==> src/rtl/ppiu_pkg.sv <==
`default_nettype none

package ppiu_pkg;

	// Configuration port geometry and register map.
	localparam int ADDR_W = 5;
	localparam int DATA_W = 32;

	localparam logic [2:0] REG_X_ORIGIN    = 3'd0;
	localparam logic [2:0] REG_Y_ORIGIN    = 3'd1;
	localparam logic [2:0] REG_COLOR_ONE   = 3'd2;
	localparam logic [2:0] REG_COLOR_TWO   = 3'd3;
	localparam logic [2:0] REG_COLOR_THREE = 3'd4;

	// Palette reset colors (RGB565).
	localparam logic [15:0] COLOR_ONE_RST   = 16'h23D4;
	localparam logic [15:0] COLOR_TWO_RST   = 16'hFFE0;
	localparam logic [15:0] COLOR_THREE_RST = 16'h001F;

	localparam logic [7:0] PALETTE_ENTRIES = 8'd3;

	// Slots in one data byte: at one bit per pixel a byte holds eight pixels.
	localparam int SLOTS = 8;

	// Job queue between the front and back ends.
	localparam int QUEUE_DEPTH = 4;
	localparam int QUEUE_PTR_W = $clog2(QUEUE_DEPTH);

	typedef struct packed {
		logic [15:0] one;
		logic [15:0] two;
		logic [15:0] three;
	} palette_t;

	// One byte's worth of work for the back end.
	typedef struct packed {
		logic              derr;
		logic [7:0]        data;
		logic [3:0]        depth;
		logic [15:0]       base_x;
		logic [15:0]       base_y;
		logic [SLOTS-1:0]  mask;
	} job_t;

	// Pixels held in one byte for a valid depth, zero otherwise.
	function automatic logic [3:0] pixels_per_byte(input logic [3:0] depth);
		logic [3:0] n;
		case (depth)
			4'd1: n = 4'd8;
			4'd2: n = 4'd4;
			4'd4: n = 4'd2;
			4'd8: n = 4'd1;
			default: n = 4'd0;
		endcase
		return n;
	endfunction

	// Palette index held in slot k of a byte, most significant slot first.
	function automatic logic [7:0] slot_index(input logic [7:0] data, input logic [3:0] depth,
			input logic [2:0] k);
		logic [2:0] s;
		logic [7:0] sh;
		logic [7:0] idx;
		s = 3'd0;
		case (depth)
			4'd1: s = ~k;
			4'd2: s = 3'd6 - {k[1:0], 1'b0};
			4'd4: s = k[0] ? 3'd0 : 3'd4;
			default: s = 3'd0;
		endcase
		sh = data >> s;
		case (depth)
			4'd1: idx = sh & 8'h01;
			4'd2: idx = sh & 8'h03;
			4'd4: idx = sh & 8'h0F;
			4'd8: idx = data;
			default: idx = 8'd0;
		endcase
		return idx;
	endfunction

endpackage

`default_nettype wire

==> src/rtl/ppiu_byte_if.sv <==
`default_nettype none

interface ppiu_byte_if;
	logic       valid;
	logic       ready;
	logic [7:0] data_byte;
	logic       icon_start;

	modport source (output valid, output data_byte, output icon_start, input ready);
	modport sink (input valid, input data_byte, input icon_start, output ready);
endinterface

`default_nettype wire

==> src/rtl/ppiu_pixel_if.sv <==
`default_nettype none

interface ppiu_pixel_if;
	logic        valid;
	logic        ready;
	logic [15:0] pixel_x;
	logic [15:0] pixel_y;
	logic [15:0] pixel_color;
	logic        index_out_of_palette;
	logic        depth_error;
	logic        last_of_byte;

	modport source (output valid, output pixel_x, output pixel_y, output pixel_color,
		output index_out_of_palette, output depth_error, output last_of_byte, input ready);
	modport sink (input valid, input pixel_x, input pixel_y, input pixel_color,
		input index_out_of_palette, input depth_error, input last_of_byte, output ready);
endinterface

`default_nettype wire

==> src/rtl/packed_palette_icon_unpacker.sv <==
`default_nettype none

// Channel   Dir  Handshake      Payload
// icon      in   valid/ready    data_byte[7:0], icon_start
// pixel     out  valid/ready    pixel_x, pixel_y, pixel_color, index_out_of_palette,
//                               depth_error, last_of_byte
// apb       in   psel/penable   paddr[4:0], pwdata[31:0], prdata[31:0], pready
//
// The front end takes one byte per cycle while the four-entry job queue has room.
// The back end sends one pixel per cycle while pixel.ready holds; bytes without
// results never reach the back end.
// A byte's results pass the job queue, current job register and result register.
// Reset clears the parser, queue and result register and loads the default palette.
// A stalled pixel channel fills the queue, and then icon.ready drops.

module packed_palette_icon_unpacker (
	input  wire logic                        clk,
	input  wire logic                        arst_n,
	input  wire logic                        psel,
	input  wire logic                        penable,
	input  wire logic                        pwrite,
	input  wire logic [ppiu_pkg::ADDR_W-1:0] paddr,
	input  wire logic [ppiu_pkg::DATA_W-1:0] pwdata,
	output logic      [ppiu_pkg::DATA_W-1:0] prdata,
	output logic                             pready,
	ppiu_byte_if.sink                        icon,
	ppiu_pixel_if.source                     pixel
);
	import ppiu_pkg::*;

	logic [15:0] x_origin_q;
	logic [15:0] y_origin_q;
	palette_t    palette_q;
	logic        wr_en;
	logic [2:0]  reg_sel;

	logic        q_push;
	logic        q_pop;
	logic        q_full;
	logic        q_empty;
	job_t        push_job;
	job_t        head_job;

	assign pready  = 1'b1;
	assign reg_sel = paddr[4:2];
	assign wr_en   = psel && penable && pwrite;

	// Configuration registers.
	always_ff @(posedge clk or negedge arst_n) begin
		if (!arst_n) begin
			x_origin_q      <= 16'd0;
			y_origin_q      <= 16'd0;
			palette_q.one   <= COLOR_ONE_RST;
			palette_q.two   <= COLOR_TWO_RST;
			palette_q.three <= COLOR_THREE_RST;
		end else if (wr_en) begin
			case (reg_sel)
				REG_X_ORIGIN:    x_origin_q      <= pwdata[15:0];
				REG_Y_ORIGIN:    y_origin_q      <= pwdata[15:0];
				REG_COLOR_ONE:   palette_q.one   <= pwdata[15:0];
				REG_COLOR_TWO:   palette_q.two   <= pwdata[15:0];
				REG_COLOR_THREE: palette_q.three <= pwdata[15:0];
				default: begin
				end
			endcase
		end
	end

	// Register readback.
	always_comb begin
		case (reg_sel)
			REG_X_ORIGIN:    prdata = DATA_W'(x_origin_q);
			REG_Y_ORIGIN:    prdata = DATA_W'(y_origin_q);
			REG_COLOR_ONE:   prdata = DATA_W'(palette_q.one);
			REG_COLOR_TWO:   prdata = DATA_W'(palette_q.two);
			REG_COLOR_THREE: prdata = DATA_W'(palette_q.three);
			default:         prdata = '0;
		endcase
	end

	ppiu_front u_front (
		.clk      (clk),
		.arst_n   (arst_n),
		.icon     (icon),
		.x_origin (x_origin_q),
		.y_origin (y_origin_q),
		.q_full   (q_full),
		.q_push   (q_push),
		.q_job    (push_job)
	);

	ppiu_queue u_queue (
		.clk      (clk),
		.arst_n   (arst_n),
		.push     (q_push),
		.push_job (push_job),
		.pop      (q_pop),
		.head_job (head_job),
		.full     (q_full),
		.empty    (q_empty)
	);

	ppiu_back u_back (
		.clk      (clk),
		.arst_n   (arst_n),
		.palette  (palette_q),
		.head_job (head_job),
		.q_empty  (q_empty),
		.q_pop    (q_pop),
		.pixel    (pixel)
	);

	// The front end never writes a full queue.
	a_no_push_full: assert property (@(posedge clk) disable iff (!arst_n)
		!(q_push && q_full)) else $error("job pushed into full queue");

	// The back end never takes from an empty queue.
	a_no_pop_empty: assert property (@(posedge clk) disable iff (!arst_n)
		!(q_pop && q_empty)) else $error("job popped from empty queue");

	// A depth error result carries no position, color or palette flag and ends its byte.
	a_derr_clean: assert property (@(posedge clk) disable iff (!arst_n)
		(pixel.valid && pixel.depth_error) |->
		(pixel.pixel_x == 16'd0 && pixel.pixel_y == 16'd0 && pixel.pixel_color == 16'd0 &&
		!pixel.index_out_of_palette && pixel.last_of_byte))
		else $error("depth error result carries pixel data");

	// An out-of-palette pixel is drawn with color zero.
	a_oop_black: assert property (@(posedge clk) disable iff (!arst_n)
		(pixel.valid && pixel.index_out_of_palette) |-> (pixel.pixel_color == 16'd0))
		else $error("out-of-palette pixel has a color");

endmodule

`default_nettype wire

==> src/rtl/ppiu_front.sv <==
`default_nettype none

module ppiu_front (
	input  wire logic          clk,
	input  wire logic          arst_n,
	ppiu_byte_if.sink          icon,
	input  wire logic [15:0]   x_origin,
	input  wire logic [15:0]   y_origin,
	input  wire logic          q_full,
	output logic               q_push,
	output ppiu_pkg::job_t     q_job
);
	import ppiu_pkg::*;

	typedef enum logic [2:0] {
		HP_IDLE      = 3'd0,
		HP_DEPTH     = 3'd1,
		HP_WIDTH_HI  = 3'd2,
		HP_WIDTH_LO  = 3'd3,
		HP_HEIGHT_HI = 3'd4,
		HP_HEIGHT_LO = 3'd5,
		HP_PIXELS    = 3'd6,
		HP_DONE      = 3'd7
	} hdr_state_t;

	hdr_state_t       hp_q;
	logic [3:0]       bpp_q;
	logic [15:0]      width_q;
	logic [15:0]      height_q;
	logic [15:0]      col_q;
	logic [15:0]      row_q;

	logic             accept;
	logic [7:0]       b;
	logic [3:0]       ppb;
	logic [15:0]      rem;
	logic [16:0]      col_sum;
	logic             row_end;
	logic [15:0]      row_next;
	logic [15:0]      height_new;
	logic [SLOTS-1:0] mask;

	assign icon.ready = !q_full;
	assign accept     = icon.valid && icon.ready;
	assign b          = icon.data_byte;

	// Classify the pixels of a data byte: which slots lie in the row and are opaque.
	always_comb begin
		ppb        = pixels_per_byte(bpp_q);
		rem        = width_q - col_q;
		col_sum    = {1'b0, col_q} + 17'(ppb);
		row_end    = col_sum >= {1'b0, width_q};
		row_next   = row_q + 16'd1;
		height_new = {height_q[15:8], b};
		for (int k = 0; k < SLOTS; k++) begin
			mask[k] = (4'(k) < ppb) && (16'(k) < rem) &&
				(slot_index(b, bpp_q, 3'(k)) != 8'd0);
		end
	end

	// Build the job and decide whether it goes to the back end.
	always_comb begin
		q_job.derr   = (hp_q == HP_HEIGHT_LO);
		q_job.data   = b;
		q_job.depth  = bpp_q;
		q_job.base_x = x_origin + col_q;
		q_job.base_y = y_origin + row_q;
		q_job.mask   = (hp_q == HP_HEIGHT_LO) ? SLOTS'(1) : mask;
		q_push = accept && !icon.icon_start &&
			(((hp_q == HP_HEIGHT_LO) && (bpp_q == 4'd0)) ||
			((hp_q == HP_PIXELS) && (mask != '0)));
	end

	// Header parser and row/column tracking.
	always_ff @(posedge clk or negedge arst_n) begin
		if (!arst_n) begin
			hp_q     <= HP_IDLE;
			bpp_q    <= 4'd0;
			width_q  <= 16'd0;
			height_q <= 16'd0;
			col_q    <= 16'd0;
			row_q    <= 16'd0;
		end else if (accept) begin
			if (icon.icon_start) begin
				hp_q     <= HP_DEPTH;
				bpp_q    <= 4'd0;
				width_q  <= 16'd0;
				height_q <= 16'd0;
				col_q    <= 16'd0;
				row_q    <= 16'd0;
			end else begin
				case (hp_q)
					HP_DEPTH: begin
						bpp_q <= (b inside {8'd1, 8'd2, 8'd4, 8'd8}) ? b[3:0] : 4'd0;
						hp_q  <= HP_WIDTH_HI;
					end
					HP_WIDTH_HI: begin
						width_q[15:8] <= b;
						hp_q          <= HP_WIDTH_LO;
					end
					HP_WIDTH_LO: begin
						width_q[7:0] <= b;
						hp_q         <= HP_HEIGHT_HI;
					end
					HP_HEIGHT_HI: begin
						height_q[15:8] <= b;
						hp_q           <= HP_HEIGHT_LO;
					end
					HP_HEIGHT_LO: begin
						height_q <= height_new;
						col_q    <= 16'd0;
						row_q    <= 16'd0;
						if (bpp_q == 4'd0 || width_q == 16'd0 || height_new == 16'd0) begin
							hp_q <= HP_DONE;
						end else begin
							hp_q <= HP_PIXELS;
						end
					end
					HP_PIXELS: begin
						if (ppb == 4'd0) begin
							hp_q <= HP_DONE;
						end else if (row_end) begin
							col_q <= 16'd0;
							row_q <= row_next;
							if (row_next >= height_q) begin
								hp_q <= HP_DONE;
							end
						end else begin
							col_q <= col_sum[15:0];
						end
					end
					default: begin
					end
				endcase
			end
		end
	end

endmodule

`default_nettype wire

==> src/rtl/ppiu_queue.sv <==
`default_nettype none

module ppiu_queue (
	input  wire logic            clk,
	input  wire logic            arst_n,
	input  wire logic            push,
	input  wire ppiu_pkg::job_t  push_job,
	input  wire logic            pop,
	output ppiu_pkg::job_t       head_job,
	output logic                 full,
	output logic                 empty
);
	import ppiu_pkg::*;

	job_t                   mem_q [QUEUE_DEPTH];
	logic [QUEUE_PTR_W-1:0] wr_ptr_q;
	logic [QUEUE_PTR_W-1:0] rd_ptr_q;
	logic [QUEUE_PTR_W:0]   count_q;

	assign full     = count_q == (QUEUE_PTR_W+1)'(QUEUE_DEPTH);
	assign empty    = count_q == '0;
	assign head_job = mem_q[rd_ptr_q];

	// Entry storage.
	always_ff @(posedge clk) begin
		if (push) begin
			mem_q[wr_ptr_q] <= push_job;
		end
	end

	// Pointers and fill count.
	always_ff @(posedge clk or negedge arst_n) begin
		if (!arst_n) begin
			wr_ptr_q <= '0;
			rd_ptr_q <= '0;
			count_q  <= '0;
		end else begin
			if (push) begin
				wr_ptr_q <= wr_ptr_q + 1'b1;
			end
			if (pop) begin
				rd_ptr_q <= rd_ptr_q + 1'b1;
			end
			if (push && !pop) begin
				count_q <= count_q + 1'b1;
			end else if (pop && !push) begin
				count_q <= count_q - 1'b1;
			end
		end
	end

endmodule

`default_nettype wire

==> src/rtl/ppiu_back.sv <==
`default_nettype none

module ppiu_back (
	input  wire logic              clk,
	input  wire logic              arst_n,
	input  wire ppiu_pkg::palette_t palette,
	input  wire ppiu_pkg::job_t    head_job,
	input  wire logic              q_empty,
	output logic                   q_pop,
	ppiu_pixel_if.source           pixel
);
	import ppiu_pkg::*;

	logic             cur_valid_q;
	job_t             cur_q;
	logic [SLOTS-1:0] cur_mask_q;

	logic             out_valid_q;
	logic [15:0]      out_x_q;
	logic [15:0]      out_y_q;
	logic [15:0]      out_color_q;
	logic             out_oop_q;
	logic             out_derr_q;
	logic             out_last_q;

	logic             out_load;
	logic             issue;
	logic             finishing;
	logic [2:0]       k_sel;
	logic [SLOTS-1:0] rest;
	logic [7:0]       idx;
	logic [15:0]      color;
	logic             oop;

	// Pick the next opaque slot, lowest first, and look up its color.
	always_comb begin
		k_sel = 3'd0;
		for (int k = SLOTS - 1; k >= 0; k--) begin
			if (cur_mask_q[k]) begin
				k_sel = 3'(k);
			end
		end
		rest = cur_mask_q & (cur_mask_q - 1'b1);
		idx  = slot_index(cur_q.data, cur_q.depth, k_sel);
		oop  = idx > PALETTE_ENTRIES;
		case (idx)
			8'd1: color = palette.one;
			8'd2: color = palette.two;
			8'd3: color = palette.three;
			default: color = 16'd0;
		endcase
		if (oop) begin
			color = 16'd0;
		end
	end

	assign out_load  = !out_valid_q || pixel.ready;
	assign issue     = cur_valid_q && out_load;
	assign finishing = issue && (rest == '0);
	assign q_pop     = !q_empty && (!cur_valid_q || finishing);

	// Current job and the result register.
	always_ff @(posedge clk or negedge arst_n) begin
		if (!arst_n) begin
			cur_valid_q <= 1'b0;
			out_valid_q <= 1'b0;
		end else begin
			if (q_pop) begin
				cur_valid_q <= 1'b1;
			end else if (finishing) begin
				cur_valid_q <= 1'b0;
			end
			if (issue) begin
				out_valid_q <= 1'b1;
			end else if (pixel.ready) begin
				out_valid_q <= 1'b0;
			end
		end
	end

	// Job payload and result fields.
	always_ff @(posedge clk) begin
		if (q_pop) begin
			cur_q      <= head_job;
			cur_mask_q <= head_job.mask;
		end else if (issue) begin
			cur_mask_q <= rest;
		end
		if (issue) begin
			out_last_q <= rest == '0;
			out_derr_q <= cur_q.derr;
			if (cur_q.derr) begin
				out_x_q     <= 16'd0;
				out_y_q     <= 16'd0;
				out_color_q <= 16'd0;
				out_oop_q   <= 1'b0;
			end else begin
				out_x_q     <= cur_q.base_x + 16'(k_sel);
				out_y_q     <= cur_q.base_y;
				out_color_q <= color;
				out_oop_q   <= oop;
			end
		end
	end

	assign pixel.valid                = out_valid_q;
	assign pixel.pixel_x              = out_x_q;
	assign pixel.pixel_y              = out_y_q;
	assign pixel.pixel_color          = out_color_q;
	assign pixel.index_out_of_palette = out_oop_q;
	assign pixel.depth_error          = out_derr_q;
	assign pixel.last_of_byte         = out_last_q;

endmodule

`default_nettype wire
==> src/flat_wrapper.sv <==
// flat-port wrapper written by rule: the top's interface ports become plain ports
module packed_palette_icon_unpacker_flat import ppiu_pkg::*;
  (clk, arst_n, psel, penable, pwrite, paddr, pwdata, prdata, pready, icon_valid, icon_data_byte, icon_icon_start, icon_ready, pixel_valid, pixel_pixel_x, pixel_pixel_y, pixel_pixel_color, pixel_index_out_of_palette, pixel_depth_error, pixel_last_of_byte, pixel_ready);
  ppiu_byte_if icon_i ();
  ppiu_pixel_if pixel_i ();
  input  wire logic clk;
  input  wire logic arst_n;
  input  wire logic psel;
  input  wire logic penable;
  input  wire logic pwrite;
  input  wire logic [ppiu_pkg::ADDR_W-1:0] paddr;
  input  wire logic [ppiu_pkg::DATA_W-1:0] pwdata;
  output logic      [ppiu_pkg::DATA_W-1:0] prdata;
  output logic pready;
  input wire logic [$bits(icon_i.valid)-1:0] icon_valid;
  input wire logic [$bits(icon_i.data_byte)-1:0] icon_data_byte;
  input wire logic [$bits(icon_i.icon_start)-1:0] icon_icon_start;
  output wire logic [$bits(icon_i.ready)-1:0] icon_ready;
  output wire logic [$bits(pixel_i.valid)-1:0] pixel_valid;
  output wire logic [$bits(pixel_i.pixel_x)-1:0] pixel_pixel_x;
  output wire logic [$bits(pixel_i.pixel_y)-1:0] pixel_pixel_y;
  output wire logic [$bits(pixel_i.pixel_color)-1:0] pixel_pixel_color;
  output wire logic [$bits(pixel_i.index_out_of_palette)-1:0] pixel_index_out_of_palette;
  output wire logic [$bits(pixel_i.depth_error)-1:0] pixel_depth_error;
  output wire logic [$bits(pixel_i.last_of_byte)-1:0] pixel_last_of_byte;
  input wire logic [$bits(pixel_i.ready)-1:0] pixel_ready;
  assign icon_i.valid = icon_valid;
  assign icon_i.data_byte = icon_data_byte;
  assign icon_i.icon_start = icon_icon_start;
  assign icon_ready = icon_i.ready;
  assign pixel_valid = pixel_i.valid;
  assign pixel_pixel_x = pixel_i.pixel_x;
  assign pixel_pixel_y = pixel_i.pixel_y;
  assign pixel_pixel_color = pixel_i.pixel_color;
  assign pixel_index_out_of_palette = pixel_i.index_out_of_palette;
  assign pixel_depth_error = pixel_i.depth_error;
  assign pixel_last_of_byte = pixel_i.last_of_byte;
  assign pixel_i.ready = pixel_ready;
  packed_palette_icon_unpacker u_core (.clk(clk), .arst_n(arst_n), .psel(psel), .penable(penable), .pwrite(pwrite), .paddr(paddr), .pwdata(pwdata), .prdata(prdata), .pready(pready), .icon(icon_i), .pixel(pixel_i));
endmodule
==> config.mk <==
export PLATFORM = sky130hd
export DESIGN_NAME = packed_palette_icon_unpacker_flat
export DESIGN_NICKNAME = d
export VERILOG_FILES = /design/src/rtl/ppiu_pkg.sv /design/src/rtl/ppiu_byte_if.sv /design/src/rtl/ppiu_pixel_if.sv /design/src/rtl/packed_palette_icon_unpacker.sv /design/src/rtl/ppiu_front.sv /design/src/rtl/ppiu_queue.sv /design/src/rtl/ppiu_back.sv /design/src/flat_wrapper.sv
export SDC_FILE = /design/constraint.sdc
export NUM_CORES = 1
export LEC_CHECK = 0
export BUFFER_PORTS_ARGS = -buffer_cell sky130_fd_sc_hd__buf_2
export CELL_PAD_IN_SITES_DETAIL_PLACEMENT = 1
export CELL_PAD_IN_SITES_GLOBAL_PLACEMENT = 1
export CORE_ASPECT_RATIO = 0.8
export CORE_MARGIN = 2
export CORE_UTILIZATION = 45
export DETAILED_ROUTE_END_ITERATION = 10
export PLACE_DENSITY_LB_ADDON = 0.1
export SLEW_MARGIN = 0
export SYNTH_ARGS = -nofsm -noshare
export SYNTH_HDL_FRONTEND = slang
export SYNTH_HIERARCHICAL = 1
export SYNTH_SLANG_ARGS = --single-unit
==> constraint.sdc <==
create_clock -name clk -period 6.12 [get_ports clk]
set_input_delay 1.224 -clock clk [delete_from_list [all_inputs] [get_ports clk]]
set_output_delay 1.224 -clock clk [all_outputs]
set_load 0.005 [all_outputs]
# Word level (Yosys, flattened, before mapping)
# Memory sizes are Yosys's and may differ from the RTL's.
# Index checks and enable logic that the tools add are counted.
# W data, S select, Z words.
[op_classes]
n_addsub = 12
n_bitwise = 2
mux = 63
reduce_logical = 82
magnitude_cmp = 19
eq_ne = 30
n_shift = 8
[op_table]
columns = ["operator", "n"]
rows = [
  ["$pmux W8 S4", 9],
  ["$mux W16", 8],
  ["$pmux W16 S5", 1],
  ["$reduce_bool A8 Y1", 9],
  ["$lt A3 B16 Y1 const A", 4],
  ["$pmux W16 S2", 2],
  ["$shr A8 B3 Y4", 8],
  ["$mux W8", 7],
  ["$mux W3", 16],
  ["$pmux W16 S3", 1],
  ["$pmux W3 S3", 5],
  ["$add A16 B16 Y16", 2],
  ["$logic_not A16 Y1", 2],
  ["$lt A1 B16 Y1 const A", 2],
  ["$lt A2 B16 Y1 const A", 2],
  ["$logic_and A1 B1 Y1", 28],
  ["$eq A8 B2 Y1 const B", 3],
  ["$reduce_and A2 Y1", 10],
  ["$pmux W3 S6", 1],
  ["$reduce_bool A2 Y1", 9],
  ["$add A16 B4 Y17", 1],
  ["$ge A17 B16 Y1", 1],
  ["$add A16 B1 Y16 const B", 1],
  ["$add A16 B3 Y16", 1],
  ["41 further kinds", 83],
]
[word_totals]
ff_bits = 264
ram_bits = 212
memories = 1
out_inout_bits = 86
[mem_list]
columns = ["name", "words", "word_bits", "rd", "rd_clocked_by_memory_dff", "write_ports", "line_no", "source"]
rows = [
  ["u_core.u_queue.mem_q", 4, 53, 1, 0, 1, "ppiu_queue.sv:15", "job_t mem_q [QUEUE_DEPTH];"],
]

# Longest topological paths before layout
[depth]
word_depth = 14
depth_mapped = 24
mapped_depth_nobuf = 21

# Cells and area by module
# Netlist, hierarchy kept.
[modules_own_cells]
columns = ["mod", "instances", "cells_each", "area_per_inst_um2"]
rows = [
  ["ppiu_queue", 1, 311, 8110.3],
  ["ppiu_front", 1, 907, 7088.0],
  ["ppiu_back", 1, 324, 4828.4],
  ["packed_palette_icon_unpacker", 1, 275, 3871.2],
]

# Worst setup path after synthesis
# Ideal clock, no wire load.
[synth_timing]
path_kind = "reg2reg"
startpoint = "register u_core.u_back.cur_mask_q[0]"
endpoint = "register u_core.u_queue.count_q[1]"
path_slack_ns = 1.285
period_less_slack_ns = 4.835
arrival_time_ns = 4.710
required_time_ns = 5.995
path_stages_with_launch = 13
n_path_buf = 1
path_cell_list = "edfxtp_1 -> or4_4 -> or3_1 -> a21oi_1 -> o22ai_1 -> o21ai_1 -> nor2b_1 -> clkbuf_1 -> inv_1 -> ha_1 -> inv_1 -> fa_1 -> mux2_2"
[synth_between]
elab_chain_len = 9
word_cells_on_any_way = 11
[synth_lines]
columns = ["item", "line_no", "source"]
rows = [
  ["start: declaration", "ppiu_back.sv:16", "logic [SLOTS-1:0] cur_mask_q;"],
  ["start signal: assignment", "ppiu_back.sv:85", "cur_mask_q <= head_job.mask;"],
  ["start signal: assignment", "ppiu_back.sv:87", "cur_mask_q <= rest;"],
  ["$sub A8 B1 Y8", "ppiu_back.sv:43", "rest = cur_mask_q & (cur_mask_q - 1'b1);"],
  ["$and A8 B8 Y8 (*)", "ppiu_back.sv:43", ""],
  ["$logic_not A8 Y1 (*)", "ppiu_back.sv:59", "assign finishing = issue && (rest == '0);"],
  ["$logic_and A1 B1 Y1 (*)", "ppiu_back.sv:59", ""],
  ["$logic_or A1 B1 Y1 (*)", "ppiu_back.sv:60", "assign q_pop = !q_empty && (!cur_valid_q || finishing);"],
  ["$logic_and A1 B1 Y1 (*)", "ppiu_back.sv:60", ""],
  ["named net u_core.q_pop", "packed_palette_icon_unpacker.sv:38", "logic q_pop;"],
  ["$logic_not A1 Y1", "ppiu_queue.sv:44", "if (push && !pop) begin"],
  ["$logic_and A1 B1 Y1", "ppiu_queue.sv:44", ""],
  ["$mux W3 / $reduce_bool A2 Y1 (equally long branches)", "-", ""],
  ["end signal: assignment", "ppiu_queue.sv:45", "count_q <= count_q + 1'b1;"],
  ["end signal: assignment", "ppiu_queue.sv:47", "count_q <= count_q - 1'b1;"],
  ["end: declaration", "ppiu_queue.sv:18", "logic [QUEUE_PTR_W:0] count_q;"],
]
# Mark *: on every way through the listed nets, which the timed path passes. The rest lies on a longest branch.
# A chain may end at the register's enable or synchronous reset.

# Worst setup path after layout
[layout_timing]
startpoint = "register u_core.u_front.bpp_q[3]"
endpoint = "register u_core.u_front.row_q[0]"
[layout_between]
elab_chain_len = 6
word_cells_on_any_way = 11
[layout_lines]
columns = ["item", "line_no", "source"]
rows = [
  ["start: declaration", "ppiu_front.sv:27", "logic [3:0] bpp_q;"],
  ["start signal: assignment", "ppiu_front.sv:94", "bpp_q <= (b inside {8'd1, 8'd2, 8'd4, 8'd8}) ? b[3:0] : 4'd0;"],
  ["$eq A4 B4 Y1 (tied with other cells)", "ppiu_pkg.sv:48", "case (depth)"],
  ["$pmux W4 S4 (*)", "ppiu_pkg.sv:48", ""],
  ["$add A16 B4 Y17", "ppiu_front.sv:51", "col_sum = {1'b0, col_q} + 17'(ppb);"],
  ["$ge A17 B16 Y1", "ppiu_front.sv:52", "row_end = col_sum >= {1'b0, width_q};"],
  ["$ne A3 B3 Y1 (no line)", "-", ""],
  ["$reduce_and A4 Y1 (no line) (*)", "-", ""],
  ["end signal: assignment", "ppiu_front.sv:124", "row_q <= row_next;"],
  ["end: declaration", "ppiu_front.sv:31", "logic [15:0] row_q;"],
]
# Every way passes the cells marked *; elsewhere a longest branch is shown, timed or not.

==> results.ini <==
[outcome]
status=complete, no violations

[clock_network]
cts_setup_buffers=0
insertion_delay_ns=0.62
holdBufCountCts=0
clk_pin_slew_ns=0.06
htreeDepth=2
cts_tree=built
ctsResizeCount=0
clk_path_buf_depth=3
cts-root-buf=clkbuf_16
clock_sinks=476
numCtsBuffers=50

[pwr]
p_seq_share_pct=43.7
peakVddDrop_v=0.000216
intPower_w=0.00676
p_switching_w=0.00300
swShare_pct=30.7
clockPowerShare_pct=32.6
p_leak_nw=10.4
comb_power_share_pct=23.8
power_density_nw_per_um2=367

[worst_setup_path]
critPathKind=reg2reg
startpoint_type=register
end_kind=register
cp.required_ns=6.63
startpoint=u_core/u_front/bpp_q[3]$_DFFE_PN0P_
rr_startpoint=u_core/u_front/bpp_q[3]$_DFFE_PN0P_
crit_arrival_ns=5.88
r2r_slack_ns=0.75
cp_max_fo=32

[global_routing]
use_met2_pct=33.5
grt_use_met3_pct=2.99
grt_pass1_vias=15488
grt_max_degree=63
grt.met1_usage_pct=34.0
grt_pass1_wl_mm=93.2
grt_overflow=0
track_usage_pct=22.2
top_usage_layer=met1
antenna_found_initial=0

[logic_synthesis]
postSynthAreaPerCell_um2=13.2
synthArstFlopShare_pct=33.6
ys.flop_type=edfxtp_1
yosysSeqAreaShare_pct=56.6
synth_warnings=6
ys_ff_latch=476
syn-cell-area_um2=23900
synth-edff-count=316
synthCells=1817
ys_types=93

[route]
antenna_left=0
vias=14999
routed_wl_mm=60.0
first_iter_violations=900
drc=0
firstDrtPassIters=5
viasPerCell=5.67
wl_per_cell_um=22.7

[timing]
fin_skew_ns=0.0327
setup_tns_ns=0
tightest_slew_ns=1.22
rsz0062_at_grt=no
setup_violations=0
relSlewSlack_pct=18.4
fmax_mhz=186
finalHoldViolations=0
post-route-min-period_ns=5.37
final_max_slew_viol_count=0
fin_crit_sh_pct=87.7

[layout]
layout_common_cells=316 x edfxtp_1, 135 x dfrtp_1, 124 x nand2_1
multi_input_area_um2=9470
fin_util_pct=50.7
regArea_um2=13500
area_delta_synth_final_pct=11.3
nets=2058
diodes=0
fillCellCount=5316
final_common_cell=edfxtp_1
drive_gt1_share_pct=21.7

[placement]
dp_hpwl_mm=41.5
routabilityCongestion=0.808
portBuffers=103

[flow_run]
maxCapViolCount=0

[hold_path]
min_path_type=reg2reg
hp-start=u_core/u_front/height_q[5]$_DFFE_PN0P_

[floorplan]
rows=75
die_height_um=210
die_w_um=262
start_util_pct=45.6
io_pins=139
dieArea_um2=55000
core_um2=52500

==> cell families after synthesis <==
kind of cell	count (synthesis)	share of synthesized area, %
AO/OA/AOI/OAI	362	10.4
XOR/XNOR	77	2.82
adder cells (fa/ha/maj)	97	5.26
buffers and inverters	186	4.14
flip-flops	476	56.6
multiplexers	179	11.1
other	2	0.0314
AND/OR/NAND/NOR	438	9.65
==> cell usage after synthesis (29+ instances only) <==
cell,instances,area [um2]
xnor2_1,48,420
inv_1,88,330
ha_1,90,1130
mux4_2,48,1080
a21oi_1,56,280
clkbuf_1,33,124
nand3_1,33,165
xor2_1,29,254
nor2_1,85,319
edfxtp_1,316,9490
nor2b_1,44,275
dfrtp_1,137,3430
nand2_1,124,465
mux2_2,91,1020
o21ai_0,119,596
==> worst max-delay path, cell delays in order, from the launching register on <==
cell	delay, ns
dfrtp_1	0.53
or4b_1	0.69
inv_1	0.20
ha_1	0.19
a21oi_1	0.10
nor2b_1	0.13
o21ai_0	0.22
or2_2	0.43
nor2_1	0.39
nand3_1	0.16
xnor2_1	0.22
ha_1	0.28
nand3_1	0.13
nor2_1	0.06
a41oi_1	0.16
nand4_1	0.46
nand3_1	0.29
buf_4	0.34
nor3_1	0.08
a21o_1	0.18
==> power groups by stage <==
| stage | sequential, W | clock [W] | combinational [W] |
|---|---|---|---|
| final | 0.00426 | 0.00318 | 0.00232 |
| after global placement | 0.00431 | 0 | 0.00225 |
| after floorplan | 0.00411 | 0 | 0.00189 |
| after detailed placement | 0.00433 | 0 | 0.00232 |
| after CTS | 0.00427 | 0.00326 | 0.00233 |
| after global routing | 0.00432 | 0.00339 | 0.00258 |
==> through the flow <==
step | worst slack [ns] | instances | hold WS (ns) | total power (W) | instance area [um2]
final | 0.752 | 2644 | 0.483 | 0.00976 | 26600
after global placement | 0.861 | 2550 | 0.467 | 0.00656 | 24900
after detailed placement | 0.819 | 2550 | 0.474 | 0.00665 | 24900
after global routing | 0.323 | 2644 | 0.523 | 0.0103 | 26600
after floorplan | 1.28 | 1832 | 0.445 | 0.00600 | 24000
after CTS | 0.775 | 2644 | 0.489 | 0.00986 | 26600
==> flip-flops by register name (all words and copies together), names as in the netlist, 8 cells and up <==
signal,flops
u_core/palette_q,48
u_core/u_queue/mem_q,212
u_core/u_front/row_q,16
u_core/u_back/pixel.pixel_y,16
u_core/u_front/width_q,16
u_core/u_front/col_q,16
u_core/u_back/cur_mask_q,8
u_core/y_origin_q,16
u_core/u_front/height_q,16
u_core/x_origin_q,16
u_core/u_back/pixel.pixel_x,16
u_core/u_back/cur_q,45
u_core/u_back/pixel.pixel_color,16
==> routing by layer <==
metal	vias up	share of wire, %	routed length (um)
li1	6955	-	-
met1	7727	49	29600
met2	253	45	27000
met3	64	4.0	2410
met4	0	1.7	1000
met5	-	0	0
==> worst paths after layout <==
| path | end | cells past startpoint |
|---|---|---|
| min in group asynchronous | u_core/palette_q[12]$_DFFE_PN0P_ | 1 |
| worst min register to register | u_core/u_front/height_q[5]$_DFFE_PN0P_ | 2 |
| worst max register to register | u_core/u_front/row_q[0]$_DFFE_PN0P_ | 19 |
| worst max-delay path | u_core/u_front/row_q[0]$_DFFE_PN0P_ | 19 |
| max in group asynchronous | u_core/u_queue/rd_ptr_q[0]$_DFFE_PN0P_ | 2 |
| worst min-delay path | u_core/u_front/height_q[5]$_DFFE_PN0P_ | 2 |
==> layout make-up <==
type,count,share of cell area (%)
clock buffers,66,5.20
multi-input cells,1170,35.6
clock inverters,28,1.32
inverters,91,1.28
well taps,693,3.26
repair buffers,120,2.44
flip-flops and latches,476,50.9
(Power assumes the default switching activity.)
